$ cat src/sv/mhic_pkg.sv
// shared constants and codes for the manifest header identity check
`timescale 1ns / 1ps

package mhic_pkg;

	// section header magic words, little-endian on the wire
	localparam logic [31:0] MAGIC_ONE = 32'h71F6_17D0;
	localparam logic [31:0] MAGIC_TWO = 32'h1F48_12BE;

	// configuration register indexes
	localparam logic REG_EXPECTED_DEPOT = 1'b0;
	localparam logic REG_EXPECTED_GID   = 1'b1;

	// protobuf wire types that the parser accepts
	localparam logic [2:0] WIRE_VARINT  = 3'd0;
	localparam logic [2:0] WIRE_FIXED64 = 3'd1;
	localparam logic [2:0] WIRE_LENGTH  = 3'd2;
	localparam logic [2:0] WIRE_FIXED32 = 3'd5;

	// which captured value a varint record feeds
	typedef enum logic [1:0] {
		FIELD_OTHER = 2'd0,
		FIELD_DEPOT = 2'd1,
		FIELD_GID   = 2'd2
	} field_kind_t;

	// a varint may span at most this many bytes
	localparam logic [3:0] VARINT_MAX_BYTES = 4'd10;

endpackage

$ cat src/sv/mhic_if.sv
// byte and verdict channel interfaces
`timescale 1ns / 1ps

interface mhic_byte_if;
	logic       valid;
	logic       ready;
	logic [7:0] data_byte;
	logic       last;

	modport source (output valid, output data_byte, output last, input ready);
	modport sink (input valid, input data_byte, input last, output ready);
endinterface

interface mhic_verdict_if;
	logic valid;
	logic ready;
	logic match;
	logic malformed;

	modport source (output valid, output match, output malformed, input ready);
	modport sink (input valid, input match, input malformed, output ready);
endinterface

$ cat src/sv/manifest_header_identity_check_unit.sv
// manifest header identity check: streaming header and metadata parser
//
//  channel   dir  beat contents              when
//  data      in   data_byte, last            one file byte per beat
//  verdict   out  match, malformed           one beat per byte flagged last
//  cfg_*     in   cfg_we, cfg_index, cfg_data  register write, no handshake
//
// While no verdict stalls, one byte is taken every cycle; the parser state
// update is a single pass from the input register to the state and
// verdict registers, which load a verdict as its last byte leaves.
// Reset clears the parser; it also returns to its reset state after each
// verdict. A stalled verdict holds the input register, then the input side.
`timescale 1ns / 1ps

module manifest_header_identity_check_unit (
	input  logic                 clk,
	input  logic                 arst_n,
	input  logic                 cfg_we,
	input  logic                 cfg_index,
	input  logic [63:0]          cfg_data,
	mhic_byte_if.sink            data,
	mhic_verdict_if.source       verdict
);

	typedef enum logic [3:0] {
		PH_H1_MAGIC = 4'd0,
		PH_H1_LEN   = 4'd1,
		PH_SKIP     = 4'd2,
		PH_H2_MAGIC = 4'd3,
		PH_H2_LEN   = 4'd4,
		PH_TAG      = 4'd5,
		PH_VALUE    = 4'd6,
		PH_LENV     = 4'd7,
		PH_DATA     = 4'd8,
		PH_DONE     = 4'd9
	} phase_t;

	// configuration registers
	logic [31:0] expected_depot_q;
	logic [63:0] expected_gid_q;

	// input stage
	logic        valid_s1;
	logic [7:0]  byte_s1;
	logic        last_s1;

	// parser state
	phase_t                 phase_q, phase_d;
	logic [1:0]             word_bytes_q, word_bytes_d;
	logic [31:0]            word_accum_q, word_accum_d;
	logic [31:0]            skip_left_q, skip_left_d;
	logic [31:0]            meta_left_q, meta_left_d;
	logic [63:0]            varint_accum_q, varint_accum_d;
	logic [3:0]             varint_count_q, varint_count_d;
	mhic_pkg::field_kind_t  field_kind_q, field_kind_d;
	logic [31:0]            seen_depot_q, seen_depot_d;
	logic [63:0]            seen_gid_q, seen_gid_d;
	logic                   failed_q, failed_d;

	// verdict register
	logic out_valid_q;
	logic match_q;
	logic malformed_q;

	logic        advance;
	logic        take_s1;
	logic [31:0] word_new;
	logic [31:0] meta_dec;
	logic [5:0]  shamt;
	logic [63:0] vnew;
	logic        parse_ok;
	logic        id_match;

	// handshake: the input stage moves whenever the verdict register is free
	assign advance     = !out_valid_q || verdict.ready;
	assign data.ready  = !valid_s1 || advance;
	assign take_s1     = valid_s1 && advance;

	assign verdict.valid     = out_valid_q;
	assign verdict.match     = match_q;
	assign verdict.malformed = malformed_q;

	// datapath helpers
	assign meta_dec   = meta_left_q - 32'd1;
	assign shamt      = 6'(varint_count_q) * 6'd7;
	assign vnew       = varint_accum_q | (64'(byte_s1[6:0]) << shamt);

	always_comb begin
		word_new = word_accum_q;
		word_new[8 * word_bytes_q +: 8] = byte_s1;
	end

	// next parser state for the byte in the input stage
	always_comb begin
		phase_d        = phase_q;
		word_bytes_d   = word_bytes_q;
		word_accum_d   = word_accum_q;
		skip_left_d    = skip_left_q;
		meta_left_d    = meta_left_q;
		varint_accum_d = varint_accum_q;
		varint_count_d = varint_count_q;
		field_kind_d   = field_kind_q;
		seen_depot_d   = seen_depot_q;
		seen_gid_d     = seen_gid_q;
		failed_d       = failed_q;

		if (!failed_q && phase_q != PH_DONE) begin
			case (phase_q)
				PH_H1_MAGIC, PH_H1_LEN, PH_H2_MAGIC, PH_H2_LEN: begin
					if (word_bytes_q == 2'd3) begin
						word_bytes_d = 2'd0;
						word_accum_d = 32'd0;
						case (phase_q)
							PH_H1_MAGIC: begin
								if (word_new != mhic_pkg::MAGIC_ONE) failed_d = 1'b1;
								else phase_d = PH_H1_LEN;
							end
							PH_H1_LEN: begin
								skip_left_d = word_new;
								phase_d = (word_new != 32'd0) ? PH_SKIP : PH_H2_MAGIC;
							end
							PH_H2_MAGIC: begin
								if (word_new != mhic_pkg::MAGIC_TWO) failed_d = 1'b1;
								else phase_d = PH_H2_LEN;
							end
							default: begin
								meta_left_d  = word_new;
								seen_depot_d = 32'd0;
								seen_gid_d   = 64'd0;
								phase_d = (word_new != 32'd0) ? PH_TAG : PH_DONE;
							end
						endcase
					end else begin
						word_bytes_d = word_bytes_q + 2'd1;
						word_accum_d = word_new;
					end
				end
				PH_SKIP: begin
					skip_left_d = skip_left_q - 32'd1;
					if (skip_left_q == 32'd1) phase_d = PH_H2_MAGIC;
				end
				PH_TAG, PH_VALUE, PH_LENV: begin
					meta_left_d = meta_dec;
					if (byte_s1[7]) begin
						// continuation byte
						varint_accum_d = vnew;
						varint_count_d = varint_count_q + 4'd1;
						if (varint_count_q + 4'd1 >= mhic_pkg::VARINT_MAX_BYTES ||
								meta_dec == 32'd0) begin
							failed_d = 1'b1;
						end
					end else begin
						varint_accum_d = 64'd0;
						varint_count_d = 4'd0;
						case (phase_q)
							PH_TAG: begin
								// tag: pick the field and dispatch on wire type
								if (vnew[63:3] == 61'd1) field_kind_d = mhic_pkg::FIELD_DEPOT;
								else if (vnew[63:3] == 61'd2) field_kind_d = mhic_pkg::FIELD_GID;
								else field_kind_d = mhic_pkg::FIELD_OTHER;
								case (vnew[2:0])
									mhic_pkg::WIRE_VARINT: begin
										if (meta_dec == 32'd0) failed_d = 1'b1;
										else phase_d = PH_VALUE;
									end
									mhic_pkg::WIRE_FIXED64: begin
										if (meta_dec < 32'd8) failed_d = 1'b1;
										else begin
											skip_left_d = 32'd8;
											phase_d = PH_DATA;
										end
									end
									mhic_pkg::WIRE_LENGTH: begin
										if (meta_dec == 32'd0) failed_d = 1'b1;
										else phase_d = PH_LENV;
									end
									mhic_pkg::WIRE_FIXED32: begin
										if (meta_dec < 32'd4) failed_d = 1'b1;
										else begin
											skip_left_d = 32'd4;
											phase_d = PH_DATA;
										end
									end
									default: failed_d = 1'b1;
								endcase
							end
							PH_VALUE: begin
								// varint value: capture depot or gid, last one wins
								if (field_kind_q == mhic_pkg::FIELD_DEPOT) seen_depot_d = vnew[31:0];
								if (field_kind_q == mhic_pkg::FIELD_GID) seen_gid_d = vnew;
								phase_d = (meta_dec == 32'd0) ? PH_DONE : PH_TAG;
							end
							default: begin
								// payload length of a length-delimited record
								if (vnew > {32'd0, meta_dec}) failed_d = 1'b1;
								else if (vnew == 64'd0) begin
									phase_d = (meta_dec == 32'd0) ? PH_DONE : PH_TAG;
								end else begin
									skip_left_d = vnew[31:0];
									phase_d = PH_DATA;
								end
							end
						endcase
					end
				end
				PH_DATA: begin
					meta_left_d = meta_dec;
					skip_left_d = skip_left_q - 32'd1;
					if (skip_left_q == 32'd1) begin
						phase_d = (meta_dec == 32'd0) ? PH_DONE : PH_TAG;
					end
				end
				default: ;
			endcase
		end
	end

	// verdict for a last byte
	assign parse_ok = !failed_d && phase_d == PH_DONE;
	assign id_match = seen_depot_d == expected_depot_q && seen_gid_d == expected_gid_q;

	// configuration writes
	always_ff @(posedge clk or negedge arst_n) begin
		if (!arst_n) begin
			expected_depot_q <= 32'd0;
			expected_gid_q   <= 64'd0;
		end else if (cfg_we) begin
			case (cfg_index)
				mhic_pkg::REG_EXPECTED_DEPOT: expected_depot_q <= cfg_data[31:0];
				mhic_pkg::REG_EXPECTED_GID:   expected_gid_q   <= cfg_data;
				default: ;
			endcase
		end
	end

	// input stage control
	always_ff @(posedge clk or negedge arst_n) begin
		if (!arst_n) begin
			valid_s1 <= 1'b0;
		end else if (data.ready) begin
			valid_s1 <= data.valid;
		end
	end

	// input stage payload
	always_ff @(posedge clk) begin
		if (data.ready && data.valid) begin
			byte_s1 <= data.data_byte;
			last_s1 <= data.last;
		end
	end

	// parser state, cleared after each verdict
	always_ff @(posedge clk or negedge arst_n) begin
		if (!arst_n) begin
			phase_q        <= PH_H1_MAGIC;
			word_bytes_q   <= 2'd0;
			word_accum_q   <= 32'd0;
			skip_left_q    <= 32'd0;
			meta_left_q    <= 32'd0;
			varint_accum_q <= 64'd0;
			varint_count_q <= 4'd0;
			field_kind_q   <= mhic_pkg::FIELD_OTHER;
			seen_depot_q   <= 32'd0;
			seen_gid_q     <= 64'd0;
			failed_q       <= 1'b0;
		end else if (take_s1) begin
			if (last_s1) begin
				phase_q        <= PH_H1_MAGIC;
				word_bytes_q   <= 2'd0;
				word_accum_q   <= 32'd0;
				skip_left_q    <= 32'd0;
				meta_left_q    <= 32'd0;
				varint_accum_q <= 64'd0;
				varint_count_q <= 4'd0;
				field_kind_q   <= mhic_pkg::FIELD_OTHER;
				seen_depot_q   <= 32'd0;
				seen_gid_q     <= 64'd0;
				failed_q       <= 1'b0;
			end else begin
				phase_q        <= phase_d;
				word_bytes_q   <= word_bytes_d;
				word_accum_q   <= word_accum_d;
				skip_left_q    <= skip_left_d;
				meta_left_q    <= meta_left_d;
				varint_accum_q <= varint_accum_d;
				varint_count_q <= varint_count_d;
				field_kind_q   <= field_kind_d;
				seen_depot_q   <= seen_depot_d;
				seen_gid_q     <= seen_gid_d;
				failed_q       <= failed_d;
			end
		end
	end

	// verdict register control
	always_ff @(posedge clk or negedge arst_n) begin
		if (!arst_n) begin
			out_valid_q <= 1'b0;
		end else if (advance) begin
			out_valid_q <= valid_s1 && last_s1;
		end
	end

	// verdict register payload
	always_ff @(posedge clk) begin
		if (take_s1 && last_s1) begin
			match_q     <= parse_ok && id_match;
			malformed_q <= !parse_ok;
		end
	end

endmodule
$ cat src/flat_wrapper.sv
// flat-port wrapper written by rule: the top's interface ports become plain ports
module manifest_header_identity_check_unit_flat 
  (clk, arst_n, cfg_we, cfg_index, cfg_data, data_valid, data_data_byte, data_last, data_ready, verdict_valid, verdict_match, verdict_malformed, verdict_ready);
  mhic_byte_if data_i ();
  mhic_verdict_if verdict_i ();
  input  logic clk;
  input  logic arst_n;
  input  logic cfg_we;
  input  logic cfg_index;
  input  logic [63:0] cfg_data;
  input wire logic [$bits(data_i.valid)-1:0] data_valid;
  input wire logic [$bits(data_i.data_byte)-1:0] data_data_byte;
  input wire logic [$bits(data_i.last)-1:0] data_last;
  output wire logic [$bits(data_i.ready)-1:0] data_ready;
  output wire logic [$bits(verdict_i.valid)-1:0] verdict_valid;
  output wire logic [$bits(verdict_i.match)-1:0] verdict_match;
  output wire logic [$bits(verdict_i.malformed)-1:0] verdict_malformed;
  input wire logic [$bits(verdict_i.ready)-1:0] verdict_ready;
  assign data_i.valid = data_valid;
  assign data_i.data_byte = data_data_byte;
  assign data_i.last = data_last;
  assign data_ready = data_i.ready;
  assign verdict_valid = verdict_i.valid;
  assign verdict_match = verdict_i.match;
  assign verdict_malformed = verdict_i.malformed;
  assign verdict_i.ready = verdict_ready;
  manifest_header_identity_check_unit u_core (.clk(clk), .arst_n(arst_n), .cfg_we(cfg_we), .cfg_index(cfg_index), .cfg_data(cfg_data), .data(data_i), .verdict(verdict_i));
endmodule
$ cat config.mk
export PLATFORM = sky130hd
export DESIGN_NAME = manifest_header_identity_check_unit_flat
export DESIGN_NICKNAME = d
export VERILOG_FILES = /design/src/sv/mhic_pkg.sv /design/src/sv/mhic_if.sv /design/src/sv/manifest_header_identity_check_unit.sv /design/src/flat_wrapper.sv
export SDC_FILE = /design/constraint.sdc
export NUM_CORES = 1
export LEC_CHECK = 0
export ABC_AREA = 1
export BUFFER_PORTS_ARGS = -buffer_cell sky130_fd_sc_hd__buf_2
export CORE_MARGIN = 1
export CORE_UTILIZATION = 35
export CTS_CLUSTER_DIAMETER = 80
export DETAILED_ROUTE_END_ITERATION = 8
export PLACE_DENSITY_LB_ADDON = 0.2
export SLEW_MARGIN = 15
export SYNTH_ARGS = -nofsm -noshare
export SYNTH_HDL_FRONTEND = slang
export SYNTH_SLANG_ARGS = --single-unit
$ cat constraint.sdc
create_clock -name clk -period 4.73 [get_ports clk]
set_input_delay 1.419 -clock clk [delete_from_list [all_inputs] [get_ports clk]]
set_output_delay 1.419 -clock clk [all_outputs]
set_load 0.005 [all_outputs]
# --- Word level (Yosys, flattened, before mapping) ---
# Cells that the tools add are included.
# W data, S select, Z words.
classes:
  add_sub_neg: 5
  multipliers: 1
  order_cmp: 4
  n_eq_ne: 34
  shifts: 3
  n_mux: 93
  bitwise: 2
  n_reduce_logical: 40
op_table:
  columns: ["operator", "count"]
  rows:
  - ["$mux W32", 24]
  - ["$mux W64", 11]
  - ["$pmux W32 S2", 4]
  - ["$pmux W64 S2", 1]
  - ["$pmux W32 S3", 1]
  - ["$mux W4", 20]
  - ["$eq A64 B64 Y1", 1]
  - ["$gt A64 B32 Y1", 1]
  - ["$logic_not A64 Y1", 1]
  - ["$or A64 B64 Y64", 1]
  - ["$shl A7 B6 Y64", 1]
  - ["$sub A32 B1 Y32 const B", 2]
  - ["$eq A61 B1 Y1 const B", 1]
  - ["$eq A61 B2 Y1 const B", 1]
  - ["$neg A5 Y34", 1]
  - ["$shift A8 B34 Y32 const A", 1]
  - ["$shiftx A8 B34 Y32", 1]
  - ["$bwmux W32", 1]
  - ["$eq A32 B1 Y1 const B", 1]
  - ["$eq A32 B32 Y1", 1]
  - ["$logic_not A32 Y1", 1]
  - ["$lt A32 B3 Y1 const B", 1]
  - ["$lt A32 B4 Y1 const B", 1]
  - ["$ne A32 B29 Y1 const B", 1]
  - ["other kinds (45)", 102]
word_totals:
  ff_bits: 378
  inputBits: 79
  output_inout_bits: 4
  elab_cells: 201

# --- Depth between registers and ports, before layout ---
# Gate-level depths: netlist of the first run.
depth:
  ltp_word: 13
  depth_mapped: 35
  depth_no_buf: 33

# --- Worst setup path before layout of the first run ---
# OpenSTA, ideal clock, no wires.
synth_timing:
  path_kind: "register -> register"
  startpoint: "register u_core.varint_count_q[0]"
  endpoint: "register u_core.malformed_q (netlist: u_core.verdict.malformed) (data pin)"
  setup_ns: 0.269
  arrival_ns: 4.421
  required_ns: 4.461
  slack_ns: 0.040
  stages_incl_launch_ff: 32
  path_buffers: 2
  synth_period_minus_slack_ns: 4.690
  cell_sequence: "dfrtp_1 -> buf_4 -> inv_4 -> fa_1 -> inv_1 -> ha_1 -> inv_1 -> fa_1 -> inv_1 -> clkbuf_1 -> nand3_1 -> inv_1 -> nand2_1 -> nand2_1 -> a21oi_1 -> inv_1 -> ha_1 -> nand2_1 -> nor2_1 -> nand4_1 -> nor4_1 -> nor2_1 -> nor2_2 -> nand4_2 -> nand2_1 -> nand2_1 -> nand2_1 -> nand2_1 -> nand2_1 -> nand3_1 -> nor2_2 -> nand3_2"
synth_between:
  elab_chain_len: 13
  word_cells_on_any_way: 31
  classes_between: "1 x add/sub; 1 x mul; 2 x order compare; 4 x eq/ne; 1 x shift; 14 x mux; 1 x bitwise; 7 x reduce/logical"
synth_rtl:
  columns: ["element", "line_no", "rtl"]
  rows:
  - ["from (decl)", "manifest_header_identity_check_unit.sv:54", "logic [3:0] varint_count_q, varint_count_d;"]
  - ["from (signal assigned)", "manifest_header_identity_check_unit.sv:287", "varint_count_q <= varint_count_d;"]
  - ["parallel branches: the longest is 11 deep, another holds $gt A64 B32 Y1", null, null]
  - ["$logic_and A1 B1 Y1 (*)", "manifest_header_identity_check_unit.sv:219", "assign parse_ok = !failed_d && phase_d == PH_DONE;"]
  - ["$logic_not A1 Y1 (*)", "manifest_header_identity_check_unit.sv:309", "malformed_q <= !parse_ok;"]
  - ["to (signal assigned)", "manifest_header_identity_check_unit.sv:309", null]
  - ["to (decl)", "manifest_header_identity_check_unit.sv:63", "logic malformed_q;"]
# Mark *: on every way between the ends.
# A chain may end at the register's enable or synchronous reset.

# --- Worst setup path in the final report of the first run ---
# Same ends and word-level chain as after synthesis.

==> results.json, run 1 <==
{
  "grt_max_degree": 88,
  "holdCritStartpoint": "u_core.seen_gid_q[44]$_DFFE_PN0P_",
  "fin_hold_ws_ps": 489,
  "vias": 22199,
  "max_stage_delay_ps": 560,
  "cpMaxStageDelayCell": "fa_2",
  "io_pins": 83,
  "reg2reg_slack_ps": -120,
  "synth_enable_flop_cells": 11,
  "initial_core_util_pct": 35.5,
  "async_flop_share_pct": 97.1,
  "wl_um": 86400,
  "drcViolationCount": 0,
  "first_global_vias": 21310,
  "critical_path.max_fanout": 6,
  "synthToLayoutAreaGrowth_pct": 20.4,
  "die_h_um": 261,
  "syn_nets": 3218,
  "yosys_warnings": 0,
  "rsz0062_at_grt": "true",
  "r2r_start": "u_core.varint_count_q[0]$_DFFE_PN0P_",
  "drt_iter0_markers": 1854,
  "skew_ps": 35.5,
  "violations": "negative setup slack",
  "netlist.area_leader.share_pct": 39.2,
  "clockBufferDepth": 3,
  "min_period_ps": 4850,
  "arrival_ps": 5180,
  "hold_viol": 0,
  "die-area_um2": 68000,
  "yosysTopAreaCell": "dfrtp_1",
  "cts_buffers": 48,
  "h-tree-depth": 2,
  "ant_nets": 0,
  "r2r-end": "u_core.verdict.malformed$_DFFE_PP_",
  "multi_input_area_um2": 11900,
  "relSlewSlack_pct": 31.0,
  "min_path_cells": 2,
  "leakagePower_nw": 13.1,
  "setup_tns_ps": -1320,
  "synth-seq-area-share_pct": 40.6,
  "crit_path_start_kind": "flip-flop",
  "path_class": "flip-flop to flip-flop",
  "grt_usage_pct": 25.4,
  "critPathCaptureType": "flip-flop",
  "syn_area_um2": 23400,
  "diodes": 0,
  "postLayoutSetupSlackWorst_ps": -117,
  "synth_flop_cell": "dfrtp_1",
  "fin_nets": 3456,
  "fill_cells": 6792,
  "synth_seq_cells": 378,
  "io_buffer_count": 82,
  "cp.required_ps": 5060,
  "syn_area_per_cell_um2": 7.60,
  "fin_cells": 4227,
  "fmax_mhz": 206,
  "synth_area_leaders": "dfrtp_1 (39%), nand2_1 (10%), inv_1 (6.8%)",
  "die_x_um": 261,
  "synth.most_common_cell": "nand2_1",
  "dp.cells": 4101,
  "cts_tree": "done",
  "peakVddDrop_mv": 0.416,
  "place.gp.congestion": 1.00,
  "worstMarginPinSlew_ps": 1030,
  "grt_overflow": 0,
  "clkTransAtPathRegs_ps": 60,
  "drtPass1Iterations": 6,
  "setup_viol": 29,
  "wire_per_inst_um": 20.4,
  "row_count": 94,
  "viasPerCell": 5.25,
  "synthCells": 3086,
  "antenna_found_initial": 0,
  "postCtsHoldBufs": 0,
  "status": "finished, violations left",
  "hold_end": "u_core.seen_gid_q[44]$_DFFE_PN0P_",
  "drive_gt1_share_pct": 18.8,
  "clk_latency_ps": 620,
  "grt_pass1_wl_um": 132000,
  "clockRootBuffer": "clkbuf_16",
  "core_area_um2": 66000,
  "r2r_cells": 31,
  "hp-class": "flip-flop to flip-flop",
  "drv_slew": 0,
  "synth_commonest_cells": "nand2_1 (640), inv_1 (423), dfrtp_1 (367)",
  "regArea_um2": 9510,
  "place.detailed.hpwl_um": 64900,
  "power_density_nw_per_um2": 648,
  "cts_num_sinks": 378,
  "ys_types": 68,
  "drv_cap": 0,
  "period_share_pct": 102
}
[cells by family (layout without fill, tap and decap cells)]
logic type                 Yosys count  after routing  synth area share (%)
adders and majority gates           53             53                  2.96
xor gates and xnor gates            80             80                  3.13
muxes                               32             32                  1.54
and+or+nand+nor                   1266           1266                  23.9
buffers and inverters              580            857                  9.92
DFF                                378            378                  40.6
AOI/OAI and AO/OA                  697            697                  18.0
[power by group]
group | switching [mW] | internal, mW | total, mW
registers | 0.446 | 3.67 | 4.12
clock network | 1.54 | 2.10 | 3.64
logic | 7.15 | 3.39 | 10.5
total | 9.13 | 9.16 | 18.3
[layout by cell type (no fill, tap or decap), drive strengths merged, types with 12 or more instances in the layout]
master  instances
and2           12
nand3         146
or2            24
clkbuf         68
nor4           14
xor2           33
o211ai         22
clkinv         22
xnor2          47
inv           446
a21oi         132
nor2          286
o21ai         282
ha             49
a22oi          34
nor3           39
o22ai         168
nand2         655
dfrtp         367
nand4          81
buf           317
mux2           32
[worst max path at each step]
stage	from	end	slack, ps	depth (start not counted)
final	u_core.varint_count_q[0]$_DFFE_PN0P_	u_core.verdict.malformed$_DFFE_PP_	-120	31
after global routing	u_core.varint_count_q[0]$_DFFE_PN0P_	u_core.verdict.malformed$_DFFE_PP_	-360	31
after CTS	u_core.varint_count_q[2]$_DFFE_PN0P_	u_core.verdict.malformed$_DFFE_PP_	-30	31
after global placement	u_core.varint_count_q[1]$_DFFE_PN0P_	u_core.verdict.malformed$_DFFE_PP_	-210	30
after floorplan	u_core.varint_count_q[0]$_DFFE_PN0P_	u_core.verdict.malformed$_DFFE_PP_	40	31
after detailed placement	u_core.varint_count_q[1]$_DFFE_PN0P_	u_core.verdict.malformed$_DFFE_PP_	-240	33
[worst max-delay path, delay by kind of cell, from the launching register on]
kind / cells / cell delay (ps)
buf+inv: 8 / 680
fa+ha+maj: 4 / 1480
simple gates: 19 / 2020
flops: 1 / 380
[state kept, by name, indices dropped and copies added (netlist names)]
name	count
u_core.byte_s1	8
u_core.expected_depot_q	32
u_core.expected_gid_q	64
u_core.failed_q	1
u_core.field_kind_q	2
u_core.last_s1	1
u_core.meta_left_q	32
u_core.phase_q	4
u_core.seen_depot_q	32
u_core.seen_gid_q	64
u_core.skip_left_q	32
u_core.valid_s1	1
u_core.varint_accum_q	64
u_core.varint_count_q	4
u_core.verdict.malformed	1
u_core.verdict.match	1
u_core.verdict.valid	1
u_core.word_accum_q	32
u_core.word_bytes_q	2
[repair_timing]
item                                    CTS  global route
pin swaps                                32            37
gates cloned                              1             2
gates resized for setup                  48            43
endpoints found under the hold margin     0             0
endpoints found under the setup margin   38            39
setup buffers                            25            10
[routing by layer]
metal	global-route usage [%]	vias up	routed length [um]
li1	-	10741	-
met1	36.4	10633	40100
met2	39.7	693	38600
met3	2.88	132	4830
met4	8.54	0	2890
met5	0	-	0
[metrics by stage]
stage | instance area (um2) | total power, mW | setup slack, ps | util [%]
6_report | 28200 | 18.3 | -117 | 42.8
2_1_floorplan | 23400 | 10.4 | 40.2 | -
3_3_place_gp | 26000 | 14.0 | -209 | 39.4
4_1_cts | 28000 | 17.8 | -27.9 | 42.4
5_1_grt | 28200 | 19.5 | -361 | 42.8
3_5_place_dp | 26000 | 13.9 | -239 | 39.4
[cell type report]
class,instances,area share (%)
clock buffer,66,4.74
clock inverter,23,0.794
inverter,449,6.02
multi-input combinational,2128,42.2
sequential,378,33.7
tap,864,3.83
timing repair buffer,319,8.67
Power figures use the tool's default switching activity.
==> run 2: changes to the inputs <==
--- a/config.mk
+++ b/config.mk
@@ -12,6 +12,7 @@
 export CTS_CLUSTER_DIAMETER = 80
 export DETAILED_ROUTE_END_ITERATION = 8
 export PLACE_DENSITY_LB_ADDON = 0.2
+export REMOVE_ABC_BUFFERS = 1
 export SLEW_MARGIN = 15
 export SYNTH_ARGS = -nofsm -noshare
 export SYNTH_HDL_FRONTEND = slang
==> run 2 against run 1 <==
Effect of this change:
- the run ends with design-rule violations, negative setup slack left
- register-to-register slack better by 40 ps
- clock skew is 18 ps lower
- setup slack better by 38 ps
- critical endpoint is now u_core.skip_left_q[30]$_DFFE_PN0P_
==> results.json, run 2 (synthesis results as in run 1) <==
{
  "clockBufferDepth": 3,
  "grt_overflow": 0,
  "synthToLayoutAreaGrowth_pct": 20.7,
  "critPathCaptureType": "flip-flop",
  "drive_gt1_share_pct": 18.9,
  "place.gp.congestion": 1.00,
  "arrival_ps": 5270,
  "fmax_mhz": 208,
  "h-tree-depth": 2,
  "wl_um": 87100,
  "wire_per_inst_um": 20.5,
  "drcViolationCount": 1,
  "cpMostUsedCell": "nand2_1",
  "reg2reg_slack_ps": -80,
  "status": "finished, violations left",
  "io_pins": 83,
  "critical_path.max_fanout": 6,
  "violations": "design-rule violations, negative setup slack",
  "cp.required_ps": 5190,
  "cts_tree": "done",
  "cpMaxStageDelayCell": "fa_1",
  "drv_slew": 0,
  "die_x_um": 261,
  "fill_cells": 6785,
  "setup_tns_ps": -796,
  "grt_max_degree": 82,
  "hold_viol": 0,
  "leakagePower_nw": 13.2,
  "viasPerCell": 5.27,
  "power_density_nw_per_um2": 654,
  "clkTransAtPathRegs_ps": 60,
  "row_count": 94,
  "layout_common_cells": "nand2_1 (622), inv_1 (414), dfrtp_1 (367)",
  "drtPass1Iterations": 9,
  "finalInstanceArea_um2": 28300,
  "relSlewSlack_pct": 28.4,
  "core_area_um2": 66000,
  "fin_nets": 3474,
  "period_share_pct": 102,
  "fin_hold_ws_ps": 486,
  "setup_viol": 21,
  "grt_usage_pct": 25.6,
  "peakVddDrop_mv": 0.420,
  "skew_ps": 17.2,
  "rsz0062_at_grt": "true",
  "die-area_um2": 68000,
  "crit_path_start_kind": "flip-flop",
  "place.detailed.hpwl_um": 65500,
  "cts_buffers": 48,
  "reg.largest.list": "u_core.expected_gid_q x64, u_core.seen_gid_q x64, u_core.varint_accum_q x64",
  "diodes": 0,
  "cts_num_sinks": 378,
  "postCtsHoldBufs": 0,
  "io_buffer_count": 82,
  "final_common_cell": "nand2_1",
  "vias": 22336,
  "min_period_ps": 4810,
  "postLayoutSetupSlackWorst_ps": -79.1,
  "ant_nets": 0,
  "drt_iter0_markers": 1971,
  "path_class": "flip-flop to flip-flop",
  "clk_latency_ps": 600,
  "placed_area_um2": 26200,
  "initial_core_util_pct": 35.5,
  "clockRootBuffer": "clkbuf_16",
  "drv_cap": 0,
  "first_global_vias": 21336,
  "worstMarginPinSlew_ps": 1070,
  "grt_pass1_wl_um": 132000,
  "hp-class": "flip-flop to flip-flop",
  "max_stage_delay_ps": 530,
  "antenna_found_initial": 0,
  "die_h_um": 261
}
[run 2: final cells by class]
cell class | count | area (um2) | share of cell area, %
inverters | 449 | 1710 | 6.04
multi-input cells | 2128 | 11900 | 42.0
well taps | 864 | 1080 | 3.82
repair buffers | 336 | 2550 | 9.02
flip-flops and latches | 378 | 9510 | 33.6
repair inverters | 1 | 3.75 | 0.0133
clock buffers | 69 | 1380 | 4.88
clock inverters | 15 | 174 | 0.615
[run 2: path summary, 6_finish.rpt]
path                                                    endpoint  depth (start not counted)                                  from
min reg2reg                    u_core.seen_gid_q[60]$_DFFE_PN0P_                          2     u_core.seen_gid_q[60]$_DFFE_PN0P_
max reg2reg                   u_core.skip_left_q[30]$_DFFE_PN0P_                         28  u_core.varint_count_q[0]$_DFFE_PN0P_
max                           u_core.skip_left_q[30]$_DFFE_PN0P_                         28  u_core.varint_count_q[0]$_DFFE_PN0P_
min in group asynchronous    u_core.word_accum_q[30]$_DFFE_PN0P_                          1                                arst_n
max in group asynchronous  u_core.expected_gid_q[45]$_DFFE_PN0P_                          2                                arst_n
min                            u_core.seen_gid_q[60]$_DFFE_PN0P_                          2     u_core.seen_gid_q[60]$_DFFE_PN0P_
[run 2: report_power, final]
group          leakage (nW)  total (mW)  switching, mW  internal [mW]
registers              5.03        4.12          0.448           3.67
logic                  7.43        10.7           7.35           3.38
clock network         0.758        3.66           1.52           2.14
total                  13.2        18.5           9.32           9.19
[run 2: timing repair]
action                                  in CTS  in global routing
gates resized for setup                     38                 48
setup buffers                               15                 13
cloned                                       1                  3
endpoints found under the setup margin      30                 39
hold endpoints to repair                     0                  0
pin swaps                                   24                 28
[run 2: routing by layer]
metal	GRT usage (%)	wire (um)	up-vias
met4	9.50	3430	0
met1	36.5	40300	10727
met5	0	0	-
met2	39.5	38600	682
met3	3.41	4750	142
li1	-	-	10785
[run 2: worst max-delay path: cells and delay by family, from the launching register on]
kind,cells,cell delay (ps)
AOI/OAI and AO/OA,1,60
DFF,1,390
buffers and inverters,8,890
and+or+nand+nor,15,1870
adders and majority gates,4,1470
[run 2: stage by stage]
| stage | util, % | power [mW] | std cells | setup slack (ps) |
|---|---|---|---|---|
| floorplan | - | 10.2 | 2955 | -912 |
| global placement | 39.7 | 14.2 | 4126 | -82.5 |
| CTS | 42.3 | 18.0 | 4224 | -57.6 |
| global route | 42.9 | 19.6 | 4240 | -363 |
| detailed placement | 39.7 | 14.2 | 4126 | -107 |
| finish | 42.9 | 18.5 | 4240 | -79.1 |
